### src/rational_arith_unit_core_assert.svh
// Assertion macros for the rational arithmetic unit RTL (used in rau_ctrl).
`ifndef RATIONAL_ARITH_UNIT_CORE_ASSERT_SVH
`define RATIONAL_ARITH_UNIT_CORE_ASSERT_SVH
`ifndef SYNTH
`define RAU_ASSERT(label, clk, rst_n, prop) \
  label: assert property (@(posedge clk) disable iff (!rst_n) prop) \
    else $error("rau assertion failed");
`define RAU_ASSERT_NEVER(label, clk, rst_n, expr) \
  label: assert property (@(posedge clk) disable iff (!rst_n) !(expr)) \
    else $error("rau forbidden condition");
`else
`define RAU_ASSERT(label, clk, rst_n, prop)
`define RAU_ASSERT_NEVER(label, clk, rst_n, expr)
`endif
`endif

### src/rau_pkg.sv
// Types, codes and constants of the rational arithmetic unit.
package rau_pkg;
  localparam int unsigned WordBitsDef = 32;

  typedef enum logic [3:0] {
    OP_ADD  = 4'd0,
    OP_SUB  = 4'd1,
    OP_MUL  = 4'd2,
    OP_DIV  = 4'd3,
    OP_NEG  = 4'd4,
    OP_MAKE = 4'd5,
    OP_LT   = 4'd6,
    OP_EQ   = 4'd7,
    OP_LE   = 4'd8,
    OP_GT   = 4'd9,
    OP_GE   = 4'd10
  } op_e;

  typedef enum logic [3:0] {
    ST_IDLE,
    ST_MUL,
    ST_COMB,
    ST_CHECK,
    ST_GCD,
    ST_DIVN,
    ST_SWAP,
    ST_DIVD,
    ST_FIN
  } state_e;

  typedef struct packed {
    logic [3:0]         kind;
    logic signed [31:0] a_num;
    logic signed [31:0] a_den;
    logic signed [31:0] b_num;
    logic signed [31:0] b_den;
  } req_t;

  typedef struct packed {
    logic signed [31:0] res_num;
    logic [30:0]        res_den;
    logic               cmp_true;
    logic               zero_den;
    logic               overflow;
  } res_t;

  typedef struct packed {
    logic       load;
    logic       mul_en;
    logic [1:0] mul_sel;
    logic       comb;
    logic       gcd_step;
    logic       div_start;
    logic       div_sel;
    logic       div_step;
    logic       save_n;
    logic       finish;
  } cmd_t;

  typedef struct packed {
    logic special;
    logic gcd_done;
  } sts_t;
endpackage

### src/rau_ctrl.sv
// Sequencing state machine of the rational arithmetic unit.
`include "rational_arith_unit_core_assert.svh"
module rau_ctrl #(
  parameter int unsigned WORD_BITS = rau_pkg::WordBitsDef
) (
  input  logic          clk_i,
  input  logic          rst_ni,
  input  logic          start,
  output logic          busy,
  input  rau_pkg::sts_t sts_i,
  output rau_pkg::cmd_t cmd_o
);
  import rau_pkg::*;

  localparam int unsigned DW   = 2 * WORD_BITS;
  localparam int unsigned CntW = $clog2(DW);
  localparam logic [CntW-1:0] CntLast = CntW'(DW - 1);
  localparam logic [CntW-1:0] MulLast = CntW'(3);

  state_e          state_q, state_d;
  logic [CntW-1:0] cnt_q, cnt_d;

  always_ff @(posedge clk_i or negedge rst_ni) begin
    if (!rst_ni) begin
      state_q <= ST_IDLE;
      cnt_q   <= '0;
    end else begin
      state_q <= state_d;
      cnt_q   <= cnt_d;
    end
  end

  always_comb begin
    state_d = state_q;
    cnt_d   = cnt_q;
    cmd_o   = '0;
    unique case (state_q)
      ST_IDLE: begin
        if (start) begin
          cmd_o.load = 1'b1;
          cnt_d      = '0;
          state_d    = ST_MUL;
        end
      end
      ST_MUL: begin
        cmd_o.mul_en  = 1'b1;
        cmd_o.mul_sel = cnt_q[1:0];
        cnt_d         = cnt_q + 1'b1;
        if (cnt_q == MulLast) state_d = ST_COMB;
      end
      ST_COMB: begin
        cmd_o.comb = 1'b1;
        state_d    = ST_CHECK;
      end
      ST_CHECK: begin
        if (sts_i.special) begin
          cmd_o.finish = 1'b1;
          state_d      = ST_IDLE;
        end else begin
          state_d = ST_GCD;
        end
      end
      ST_GCD: begin
        if (sts_i.gcd_done) begin
          cmd_o.div_start = 1'b1;
          cmd_o.div_sel   = 1'b0;
          cnt_d           = '0;
          state_d         = ST_DIVN;
        end else begin
          cmd_o.gcd_step = 1'b1;
        end
      end
      ST_DIVN: begin
        cmd_o.div_step = 1'b1;
        cnt_d          = cnt_q + 1'b1;
        if (cnt_q == CntLast) state_d = ST_SWAP;
      end
      ST_SWAP: begin
        cmd_o.save_n    = 1'b1;
        cmd_o.div_start = 1'b1;
        cmd_o.div_sel   = 1'b1;
        cnt_d           = '0;
        state_d         = ST_DIVD;
      end
      ST_DIVD: begin
        cmd_o.div_step = 1'b1;
        cnt_d          = cnt_q + 1'b1;
        if (cnt_q == CntLast) state_d = ST_FIN;
      end
      ST_FIN: begin
        cmd_o.finish = 1'b1;
        state_d      = ST_IDLE;
      end
      default: state_d = ST_IDLE;
    endcase
  end

  assign busy = (state_q != ST_IDLE);

  `RAU_ASSERT(a_start_mul, clk_i, rst_ni, (start && !busy) |=> (state_q == ST_MUL))
  `RAU_ASSERT(a_finish_idle, clk_i, rst_ni, cmd_o.finish |=> (state_q == ST_IDLE))
  `RAU_ASSERT_NEVER(a_mul_cnt, clk_i, rst_ni, (state_q == ST_MUL) && (cnt_q > MulLast))
endmodule

### config.mk
export PLATFORM = sky130hd
export DESIGN_NAME = rau_ctrl
export DESIGN_NICKNAME = d
export VERILOG_FILES = /design/src/rau_pkg.sv /design/src/rau_ctrl.sv
export VERILOG_INCLUDE_DIRS = /design/src /design/src/src
export SDC_FILE = /design/constraint.sdc
export NUM_CORES = 1
export LEC_CHECK = 0
export ABC_AREA = 1
export ABC_CLOCK_PERIOD_IN_PS = 2300
export BUFFER_PORTS_ARGS = -buffer_cell sky130_fd_sc_hd__buf_2
export CAP_MARGIN = 15
export CORE_AREA = 3 3 40 42
export CTS_CLUSTER_DIAMETER = 60
export DETAILED_ROUTE_END_ITERATION = 6
export DIE_AREA = 0 0 43 45
export PLACE_DENSITY = 0.82
export REMOVE_ABC_BUFFERS = 1
export SLEW_MARGIN = 15
export SYNTH_ARGS = -nofsm -noshare
export SYNTH_HDL_FRONTEND = slang
export SYNTH_SLANG_ARGS = --single-unit
export TNS_END_PERCENT = 20
### constraint.sdc
create_clock -name clk_i -period 2.3 [get_ports clk_i]
set_clock_uncertainty 0.15 [all_clocks]
set_input_delay 0.345 -clock clk_i [delete_from_list [all_inputs] [get_ports clk_i]]
set_output_delay 0.345 -clock clk_i [all_outputs]
set_load 0.01 [all_outputs]
==> run summary, run 1 <==
Run status = complete, no violations
Largest net degree at the start of global routing = 11
DRC Markers = 0
Max incr delay on CP = 0.44 ns
MaxCap Viol Count = 0
RSZ-0062 raised after global routing = no
Final setup violation count = 0
Die H = 45 microns
Initial DRC Count = 34
Die area = 0.001935 sq mm
Top_reg_cell synth = dfrtp_1
Post-synth design cell area = 688.2 sq um
Critical path arrival = 1.36 ns
IO Port Bufs = 16
Antenna viol nets, final = 0
Vias per cell = 5.376
CTS sink count = 10
Setup tns final = 0 ns
FF+latch count, synth = 10
Max Slew Vio Count = 0
Fillers = 115
Final Cycle Share = 80.44%
Critical path class = flop to output pin
Wire length of the first global-routing pass = 2.566 mm
Netlist cell types = 22
Power consumption = 0.0009723 W
Total number of vias = 715
CTS HTree Levels = 1
GP Congestion = 0.9396
Tmin final = 1.850 ns
Initial antenna violation count = 0
Placeable Area = 0.001285 sq mm
Max Buffers Root-to-Sink = 2
Crit-path cells = nor2_2 -> inv_2 -> nor2_4 -> inv_1 -> nor2_1 -> buf_2
Final #Nets = 126
Initial Util = 53.55%
Post-synthesis sequential area ratio = 36.36%
Worst-Margin Slew = 0.3683 ns
Syn Area/Cell = 6.951 sq um
Count of final hold-check violations = 0
GRT Residual Overflow = 0
Util after Layout = 63.19%
WP data required = 1.80 ns
Fmax = 540.5 MHz
LEAKAGE = 0.4438 nW
Layout cell share with drive strength beyond 1 = 27.97%
Slew margin rel. = 75.36%
Hpwl dp = 1.216 mm
# IOs = 17
Cell count after synthesis = 99
Die width = 43 microns
Pre-CTS setup slack = 0.7454 ns
WL/cell = 11.23 microns
Commonest cells after routing, fill and taps aside = nand2_1 (21), buf_2 (16), inv_1 (15)
Peak VDD IR = 0.6291 mV
Worst-skew pair later-pin latency = 0.27 ns
Flop-to-flop setup slack = 0.83 ns
Critical path capture point type = output pin
DRT Pass-1 Iters = 4
Post-CTS resize count = 0
CP Max Fanout = 5
Async set-reset flop share out of synthesis = 100.0%
Final worst slack = 0.4499 ns
Total GRT Usage = 18.10%
Core Rows = 13
Cell Pwr Density = 1197 mW/mm^2
Vias in the first global route = 586
Clock root buffer = clkbuf_4
CTS tree = built
Max stage delay cell, worst path = dfrtp_1
Antenna diodes = 0
Clock transition at the registers of the reported paths = 0.06 ns
Post-CTS Setup Repair Bufs = 0
Area growth syn-to-layout = 18.00%
Critical Path Source Type = flop
Post-synth EDFFs = 0
Synth Warn # = 0
Routed WL = 1.493 mm
Most common cell after layout, fill and taps aside = nand2_1
Worst min path class = input port to asynchronous set/reset pin
Fin Hold WS = 0.3066 ns
Cts bufs inserted = 3
==> cell families (layout without fill, tap and decap cells) <==
group                      count (synthesis)  count (layout)  share of synthesized area, %
and+or+nand+nor                           58              58                         40.73
buffers and inverters                     18              37                         10.36
AOI/OAI and AO/OA                         11              11                         9.456
DFF                                       10              10                         36.36
adders and majority gates                  1               1                         1.818
xor gates and xnor gates                   1               1                         1.273
==> layer usage <==
metal | track usage (%) | share of wire [%] | up-vias
met1 | 23.38 | 44 | 323
met2 | 26.65 | 48 | 32
li1 | - | - | 356
met3 | 8.367 | 7.0 | 4
met5 | 0 | 0 | -
met4 | 6.627 | 1.4 | 0
==> flip-flops by register name (all words and copies together), names as in the netlist <==
name,flops
state_q,4
cnt_q,6
==> power by group <==
group	switching (W)	internal [W]	leakage, nW
sequential	0.0000669	0.000230	0.131
combinational	0.000362	0.000195	0.299
clock	0.0000576	0.0000604	0.0138
total	0.000487	0.000486	0.444
==> cell usage after synthesis (2+ instances only) <==
master	n	area, sq um
nand2_1	21	78.83
inv_1	15	56.30
nor2_1	11	41.29
dfrtp_1	10	250.2
nand3_1	9	45.04
nor2_2	4	25.02
o21ai_1	4	20.02
nand4_1	3	18.77
nor3_1	3	15.01
o21ai_0	3	15.01
inv_2	2	7.510
nand2_2	2	12.51
nand3_2	2	20.02
or2_2	2	12.51
==> area by class of cell <==
| cell class | count | area [sq um] | share of cell area (%) |
|---|---|---|---|
| Multi-Input combinational cell | 71 | 366.6 | 45.15 |
| Sequential cell | 10 | 250.2 | 30.82 |
| Timing Repair Buffer | 17 | 90.09 | 11.09 |
| Inverter | 17 | 63.81 | 7.858 |
| Clock buffer | 3 | 22.52 | 2.773 |
| Tap cell | 15 | 18.77 | 2.311 |
==> final timing paths <==
kind,start,end,cells past startpoint
min in group clk_i,sts_i[1],state_q[2]$_DFFE_PN0P_,6
min,rst_ni,state_q[1]$_DFFE_PN0P_,2
min reg2reg,cnt_q[5]$_DFFE_PN0P_,cnt_q[5]$_DFFE_PN0P_,2
max in group asynchronous,rst_ni,state_q[2]$_DFFE_PN0P_,2
max reg2reg,state_q[1]$_DFFE_PN0P_,cnt_q[3]$_DFFE_PN0P_,5
max,state_q[3]$_DFFE_PN0P_,cmd_o[7],6
==> worst max-delay path, delay by kind of cell (launching register included) <==
| kind | cells | cell delay [ns] |
|---|---|---|
| DFF | 1 | 0.44 |
| and+or+nand+nor | 3 | 0.38 |
| buffers and inverters | 3 | 0.27 |
==> metrics by stage <==
step | area, sq um | instances
6_report | 812.0 | 133
5_1_grt | 812.0 | 133
4_1_cts | 812.0 | 133
3_5_place_dp | 779.5 | 129
3_3_place_gp | 779.5 | 129
2_1_floorplan | 680.7 | 98
==> timing repair <==
action                                 CTS  global route
setup endpoints to repair                0             0
endpoints found under the hold margin   10             0
hold buffers                             1             0
(Power assumes the default switching activity.)
==> run 2, diff against run 1 <==
ABC_AREA = 0   (was 1)
ABC_CLOCK_PERIOD_IN_PS = 1710   (was 2300)
CORE_AREA = default   (was 3 3 40 42)
CORE_MARGIN = 3   (was default)
CORE_UTILIZATION = 50   (was default)
DIE_AREA = default   (was 0 0 43 45)
PLACE_DENSITY = 0.8   (was 0.82)
clock period = 1.71 ns   (was 2.3 ns; I/O delays follow)
==> run summary, run 2 <==
Fmax = 574.5 MHz
Placeable Area = 0.001186 sq mm (-7.7%)
Cell count after synthesis = 79 (-20%)
Antenna diodes = 0 (unchanged)
Most frequent cells after synthesis = nand2_1 (12), dfrtp_1 (10), nand3_1 (8)
Top_reg_cell synth = dfrtp_1
Adder-cell share of the synthesized area = 1.845% (+0.027 points)
Area of the multi-input gates = 441.7 sq um (+20%)
Most common cell after layout, fill and taps aside = buf_2
FF-to-FF Start = state_q[2]$_DFFE_PN0P_
Antenna viol nets, final = 0 (unchanged)
WP data required = 1.30 ns (-0.50 ns)
Largest family of logic cells by synthesized area = simple AND/OR/NAND/NOR gates
Combinational share of power = 51.2% (-6.1 points)
Post-synthesis sequential area ratio = 36.90% (+0.54 points)
CTS HTree Levels = 1 (unchanged)
Pre-CTS setup slack = 0.02946 ns (-0.7160 ns)
Vias per cell = 5.712 (+6.3%)
Max reg flops = 6 (unchanged)
Final #Nets = 119 (-5.6%)
Switching Share = 38.02% (-12 points)
Clock power share = 13.1% (+1.0 points)
Area growth syn-to-layout = 43.17%
Post-synth EDFFs = 0 (unchanged)
Max stage delay cell, worst path = dfrtp_2
GP Congestion = 0.8315 (-12%)
Die area = 0.001834 sq mm (-5.2%)
CTS sink count = 10 (unchanged)
DRT Pass-1 Iters = 4 (unchanged)
CTS tree = built
Count of final hold-check violations = 0 (unchanged)
MaxCap Viol Count = 0 (unchanged)
Vias in the first global route = 665 (+13%)
Synth Warn # = 0 (unchanged)
Syn Area/Cell = 8.584 sq um (+23%)
CP Max Fanout = 8 (+3)
Sequential cell area = 252.7 sq um (+1.0%)
Final worst slack = -0.03076 ns (-0.4806 ns)
Core Rows = 12 (-1)
GRT Residual Overflow = 0 (unchanged)
Peak VDD IR = 0.9010 mV (+43%)
Hpwl dp = 1.287 mm (+5.8%)
Area contributors post-synth = dfrtp_1 (37%), nand2_1 (6.6%), nand3_1 (5.9%)
LEAKAGE = 0.4583 nW (+3.3%)
FF+latch count, synth = 10 (unchanged)
Fillers = 68 (-41%)
Wire length of the first global-routing pass = 2.794 mm (+8.9%)
Slew margin rel. = 84.69% (+9.3 points)
Post-synthesis mux area share = 2.214% (+2.2 points)
Initial Util = 57.17% (+3.6 points)
Async set-reset flop share out of synthesis = 100.0% (unchanged)
Int Pwr = 0.0007114 W (+47%)
HP Start = sts_i[1]
Routed WL = 1.842 mm (+23%)
Critical Path Source Type = flop
Layout cell share with drive strength beyond 1 = 47.75% (+20 points)
Die H = 42.83 microns (-4.8%)
Count leader, synth = nand2_1
CP top delay family = flip-flops
Synth Area in XOR/XNOR = 0% (-1.3 points)
Netlist cell types = 35 (+59%)
Critical path buffer and inverter count = 2 (-1)
Die width = 42.83 microns (-0.41%)
Final Cycle Share = 101.8%
Share of the synthesized area in the top cell type = 36.90% (+0.54 points)
Max Slew Vio Count = 0 (unchanged)
Crit-path cells = buf_4 -> and3_4 -> and2_1 -> buf_2
CP startpoint = state_q[0]$_DFFE_PN0P_
IO Port Bufs = 16 (unchanged)
Commonest cells after routing, fill and taps aside = buf_2 (16), buf_4 (14), nand2_1 (10)
RSZ-0062 raised after global routing = yes
Total number of vias = 714 (-0.14%)
Tmin final = 1.741 ns
Yosys top cell by area = dfrtp_1
Total GRT Usage = 20.47% (+2.4 points)
Post-synth design cell area = 678.2 sq um (-1.5%)
DRC Markers = 0 (unchanged)
Critical path capture point type = output pin
Max incr delay on CP = 0.45 ns (about the same)
Clock transition at the registers of the reported paths = 0.06 ns (about the same)
Reg power frac = 35.7% (+5.1 points)
Most flop-heavy register = cnt_q
Worst min path class = input port to flop
Synth Area in Simple Gates = 36.90% (-3.8 points)
Switching power = 0.0004364 W (-10%)
# IOs = 17 (unchanged)
Failing checks = negative setup slack
Cell Pwr Density = 1182 mW/mm^2 (-1.3%)
Cts bufs inserted = 3 (unchanged)
Clock root buffer = clkbuf_4
Initial antenna violation count = 0 (unchanged)
Complex-gate fraction of the synthesized area = 16.97% (+7.5 points)
Final setup violation count = 5 (+5)
Max Buffers Root-to-Sink = 2 (unchanged)
Worst-skew pair later-pin latency = 0.26 ns (about the same)
Worst-Margin Slew = 0.2297 ns (-0.1386 ns)
Critical path class = flop to output pin
Largest regs = cnt_q x6, state_q x4
Run status = complete, but fails checks
Fin Hold WS = 0.1411 ns (-0.1655 ns)
Largest net degree at the start of global routing = 11 (unchanged)
Initial DRC Count = 14 (-59%)
WL/cell = 14.74 microns (+31%)
Critical path arrival = 1.33 ns (-0.03 ns)
-- run 2: cell type report --
cell class              instances  area share (%)
multi-input cells              62           45.49
well taps                      14           1.804
flip-flops and latches         10           26.03
clock buffers                   3           2.320
inverters                       2          0.7732
repair buffers                 34           23.58
-- run 2: timing repair --
action / 4_1_cts / 5_1_grt
setup endpoints to repair: 5 / 12
gates resized for setup: 6 / 11
pin swaps: 0 / 4
endpoints found under the hold margin: 10 / 0
buffers inserted: 2 / 6
hold buffers: 1 / 0
-- run 2: path summary, 6_finish.rpt --
check	endpoint	slack [ns]	cells after the start
min in group asynchronous	state_q[0]$_DFFE_PN0P_	0.23	2
min reg2reg	cnt_q[4]$_DFFE_PN0P_	0.41	2
max reg2reg	cnt_q[3]$_DFFE_PN0P_	0.03	5
max in group asynchronous	state_q[1]$_DFFE_PN0P_	0.97	2
min	state_q[2]$_DFFE_PN0P_	0.14	3
max	cmd_o[8]	-0.03	4
-- run 2: cells by family (layout without fill, tap and decap cells) --
kind of cell	Yosys count	after routing
buffers and inverters	7	39
AOI/OAI and AO/OA	13	13
muxes	1	1
and+or+nand+nor	47	47
DFF	10	10
adders and majority gates	1	1
-- run 2: routing by layer --
metal	track usage (%)	up-vias	wire, microns
met1	21.20	339	692
met3	7.203	4	86
met4	7.453	0	21
li1	-	354	-
met5	0	-	0
met2	37.13	17	1042
-- run 2: stage by stage --
stage,cell area [sq um],TNS [ns],instances,util [%],total power [W]
6_report,970.9,-0.09765,125,81.86,0.001148
5_1_grt,970.9,-0.5974,125,81.86,0.001264
4_1_cts,883.3,-0.1061,119,74.47,0.001081
3_5_place_dp,815.8,0,113,68.78,0.0008930
3_3_place_gp,815.8,0,113,68.78,0.0008660
2_1_floorplan,650.6,0,74,-,0.0006870
-- run 2: worst reg2reg max path, cell delays in order (launching register included) --
cell and delay, ns:
dfrtp_1 0.42, buf_4 0.15, mux2_4 0.21, o221ai_4 0.11
or4b_1 0.47, nand3_1 0.09
-- run 2: power by group through the flow --
stage               clock, W  sequential [W]  combinational [W]
floorplan                  0        0.000412           0.000275
global placement           0        0.000386           0.000480
detailed placement         0        0.000390           0.000503
CTS                 0.000159        0.000388           0.000534
global route        0.000176        0.000422           0.000665
finish              0.000150        0.000410           0.000587
==> run 3, diff against run 2 <==
==> constraint.sdc (replaced) <==
create_clock -name clk_i -period 1.71 [get_ports clk_i]
set_clock_uncertainty 0.15 [all_clocks]
set_input_delay 0 -clock clk_i [delete_from_list [all_inputs] [get_ports clk_i]]
set_output_delay 0 -clock clk_i [all_outputs]
set_load 0.01 [all_outputs]
==> run summary, run 3 (same netlist as run 2, synthesis figures left out) <==
Post-CTS Setup Repair Bufs = 0 (-2)
Critical Path Source Type = flop
IO Port Bufs = 16 (unchanged)
Cts bufs inserted = 3 (unchanged)
DRT Pass-1 Iters = 5 (+1)
Total GRT Usage = 19.41% (-1.1 points)
Slew margin rel. = 71.15% (-14 points)
WP data required = 1.69 ns (+0.39 ns)
LEAKAGE = 0.4189 nW (-8.6%)
Fmax = 613.0 MHz (+6.7%)
WL/cell = 13.50 microns (-8.4%)
Commonest cells after routing, fill and taps aside = buf_2 (16), nand2_1 (12), dfrtp_1 (10)
Worst-Margin Slew = 0.4313 ns (+0.2016 ns)
Critical path arrival = 1.62 ns (+0.29 ns)
Placeable Area = 0.001186 sq mm (unchanged)
CTS tree = built
CP top delay family = simple AND/OR/NAND/NOR gates
Max Slew Vio Count = 0 (unchanged)
Die area = 0.001834 sq mm (unchanged)
Max incr delay on CP = 0.39 ns (-0.06 ns)
Util after Layout = 73.63% (-8.2 points)
Critical path buffer and inverter count = 0 (-2)
Pre-CTS setup slack = 0.02674 ns (-0.002723 ns)
Most flop-heavy register = cnt_q
Finished Cell Area = 873.3 sq um (-10%)
DRC Markers = 0 (unchanged)
Die H = 42.83 microns (unchanged)
Clock transition at the registers of the reported paths = 0.05 ns (about the same)
Wire length of the first global-routing pass = 2.677 mm (-4.2%)
CP Max Fanout = 5 (-3)
Vias per cell = 5.778 (+1.2%)
Total number of vias = 676 (-5.3%)
Cell Pwr Density = 1213 mW/mm^2 (+2.6%)
Final worst slack = 0.07865 ns (+0.1094 ns)
Layout cell share with drive strength beyond 1 = 33.01% (-15 points)
Peak VDD IR = 0.7658 mV (-15%)
Max reg flops = 6 (unchanged)
Tmin final = 1.631 ns (-0.1094 ns)
Worst min path class = input port to flop
Count of final hold-check violations = 0 (unchanged)
Antenna diodes = 0 (unchanged)
Initial antenna violation count = 0 (unchanged)
Max stage delay cell, worst path = or4_1
Largest regs = cnt_q x6, state_q x4
Core Rows = 12 (unchanged)
Placed Instance Area = 800.8 sq um (-1.8%)
Initial DRC Count = 6 (-8)
Area growth syn-to-layout = 28.78%
# IOs = 17 (unchanged)
Routed WL = 1.580 mm (-14%)
RSZ-0062 raised after global routing = yes
Final setup violation count = 0 (-5)
MaxCap Viol Count = 0 (unchanged)
CTS HTree Levels = 1 (unchanged)
Final Cycle Share = 95.40% (-6.4 points)
Vias in the first global route = 656 (-1.4%)
Hpwl dp = 1.233 mm (-4.2%)
Critical path class = flop to flop
Die width = 42.83 microns (unchanged)
CTS sink count = 10 (unchanged)
Run status = complete, no violations
Most common cell after layout, fill and taps aside = buf_2
Clock root buffer = clkbuf_4
GP Congestion = 0.8442 (+1.5%)
Max Buffers Root-to-Sink = 2 (unchanged)
Crit-path cells = ha_4 -> nand2b_1 -> or4_1 -> a22o_1 -> o32a_1
Worst-skew pair later-pin latency = 0.25 ns (about the same)
Antenna viol nets, final = 0 (unchanged)
Largest net degree at the start of global routing = 20 (+9)
GRT Residual Overflow = 0 (unchanged)
Critical path capture point type = flop
Final #Nets = 111 (-6.7%)
Initial Util = 57.17% (unchanged)
## run 3: final timing paths
kind	start	to	slack (ns)	cells past startpoint
max reg2reg	cnt_q[0]$_DFFE_PN0P_	state_q[0]$_DFFE_PN0P_	0.08	5
min reg2reg	cnt_q[4]$_DFFE_PN0P_	cnt_q[4]$_DFFE_PN0P_	0.43	2
min in group asynchronous	rst_ni	state_q[1]$_DFFE_PN0P_	0.61	3
max	cnt_q[0]$_DFFE_PN0P_	state_q[0]$_DFFE_PN0P_	0.08	5
min	start	state_q[0]$_DFFE_PN0P_	0.02	3
max in group asynchronous	rst_ni	state_q[0]$_DFFE_PN0P_	0.50	3
## run 3: per-stage QoR
stage | hold WS (ns) | total power (W) | std cells | setup TNS [ns]
final | 0.01941 | 0.001059 | 117 | 0
after detailed placement | -0.2780 | 0.0008745 | 111 | 0
after CTS | 0.01226 | 0.001035 | 117 | 0
after global routing | 0.02207 | 0.001161 | 117 | -0.004249
after floorplan | -0.4456 | 0.0006870 | 74 | 0
after global placement | -0.2780 | 0.0008505 | 111 | 0
## run 3: routing by layer
metal	vias to the layer above	track usage [%]	routed length, microns
li1	337	-	-
met5	-	0	0
met1	321	19.58	634
met4	0	4.969	5
met3	2	8.051	71
met2	16	35.93	869
## run 3: layout make-up
class | instances | area (sq um)
Multi-Input combinational cell | 62 | 409.1
Fill cell | 95 | 312.8
Sequential cell | 10 | 250.2
Timing Repair Buffer | 26 | 166.4
Clock buffer | 3 | 22.52
Tap cell | 14 | 17.52
Inverter | 2 | 7.507
## run 3: where the power goes
| group | switching (W) | internal [W] | leakage [nW] | total (W) |
|---|---|---|---|---|
| Clock | 0.0000658 | 0.0000804 | 0.0138 | 0.000146 |
| Combinational | 0.000254 | 0.000267 | 0.287 | 0.000522 |
| Sequential | 0.0000763 | 0.000315 | 0.118 | 0.000391 |
| Total | 0.000396 | 0.000663 | 0.419 | 0.00106 |
## run 3: repair_timing
item	in CTS	in global routing
setup endpoints to repair	0	5
hold buffers	3	0
hold endpoints to repair	11	0
gates resized for setup	0	5
## run 3: worst min-delay path: stages
cell	delay (ns)
buf_2	0.09
mux2_4	0.16
o32a_1	0.14
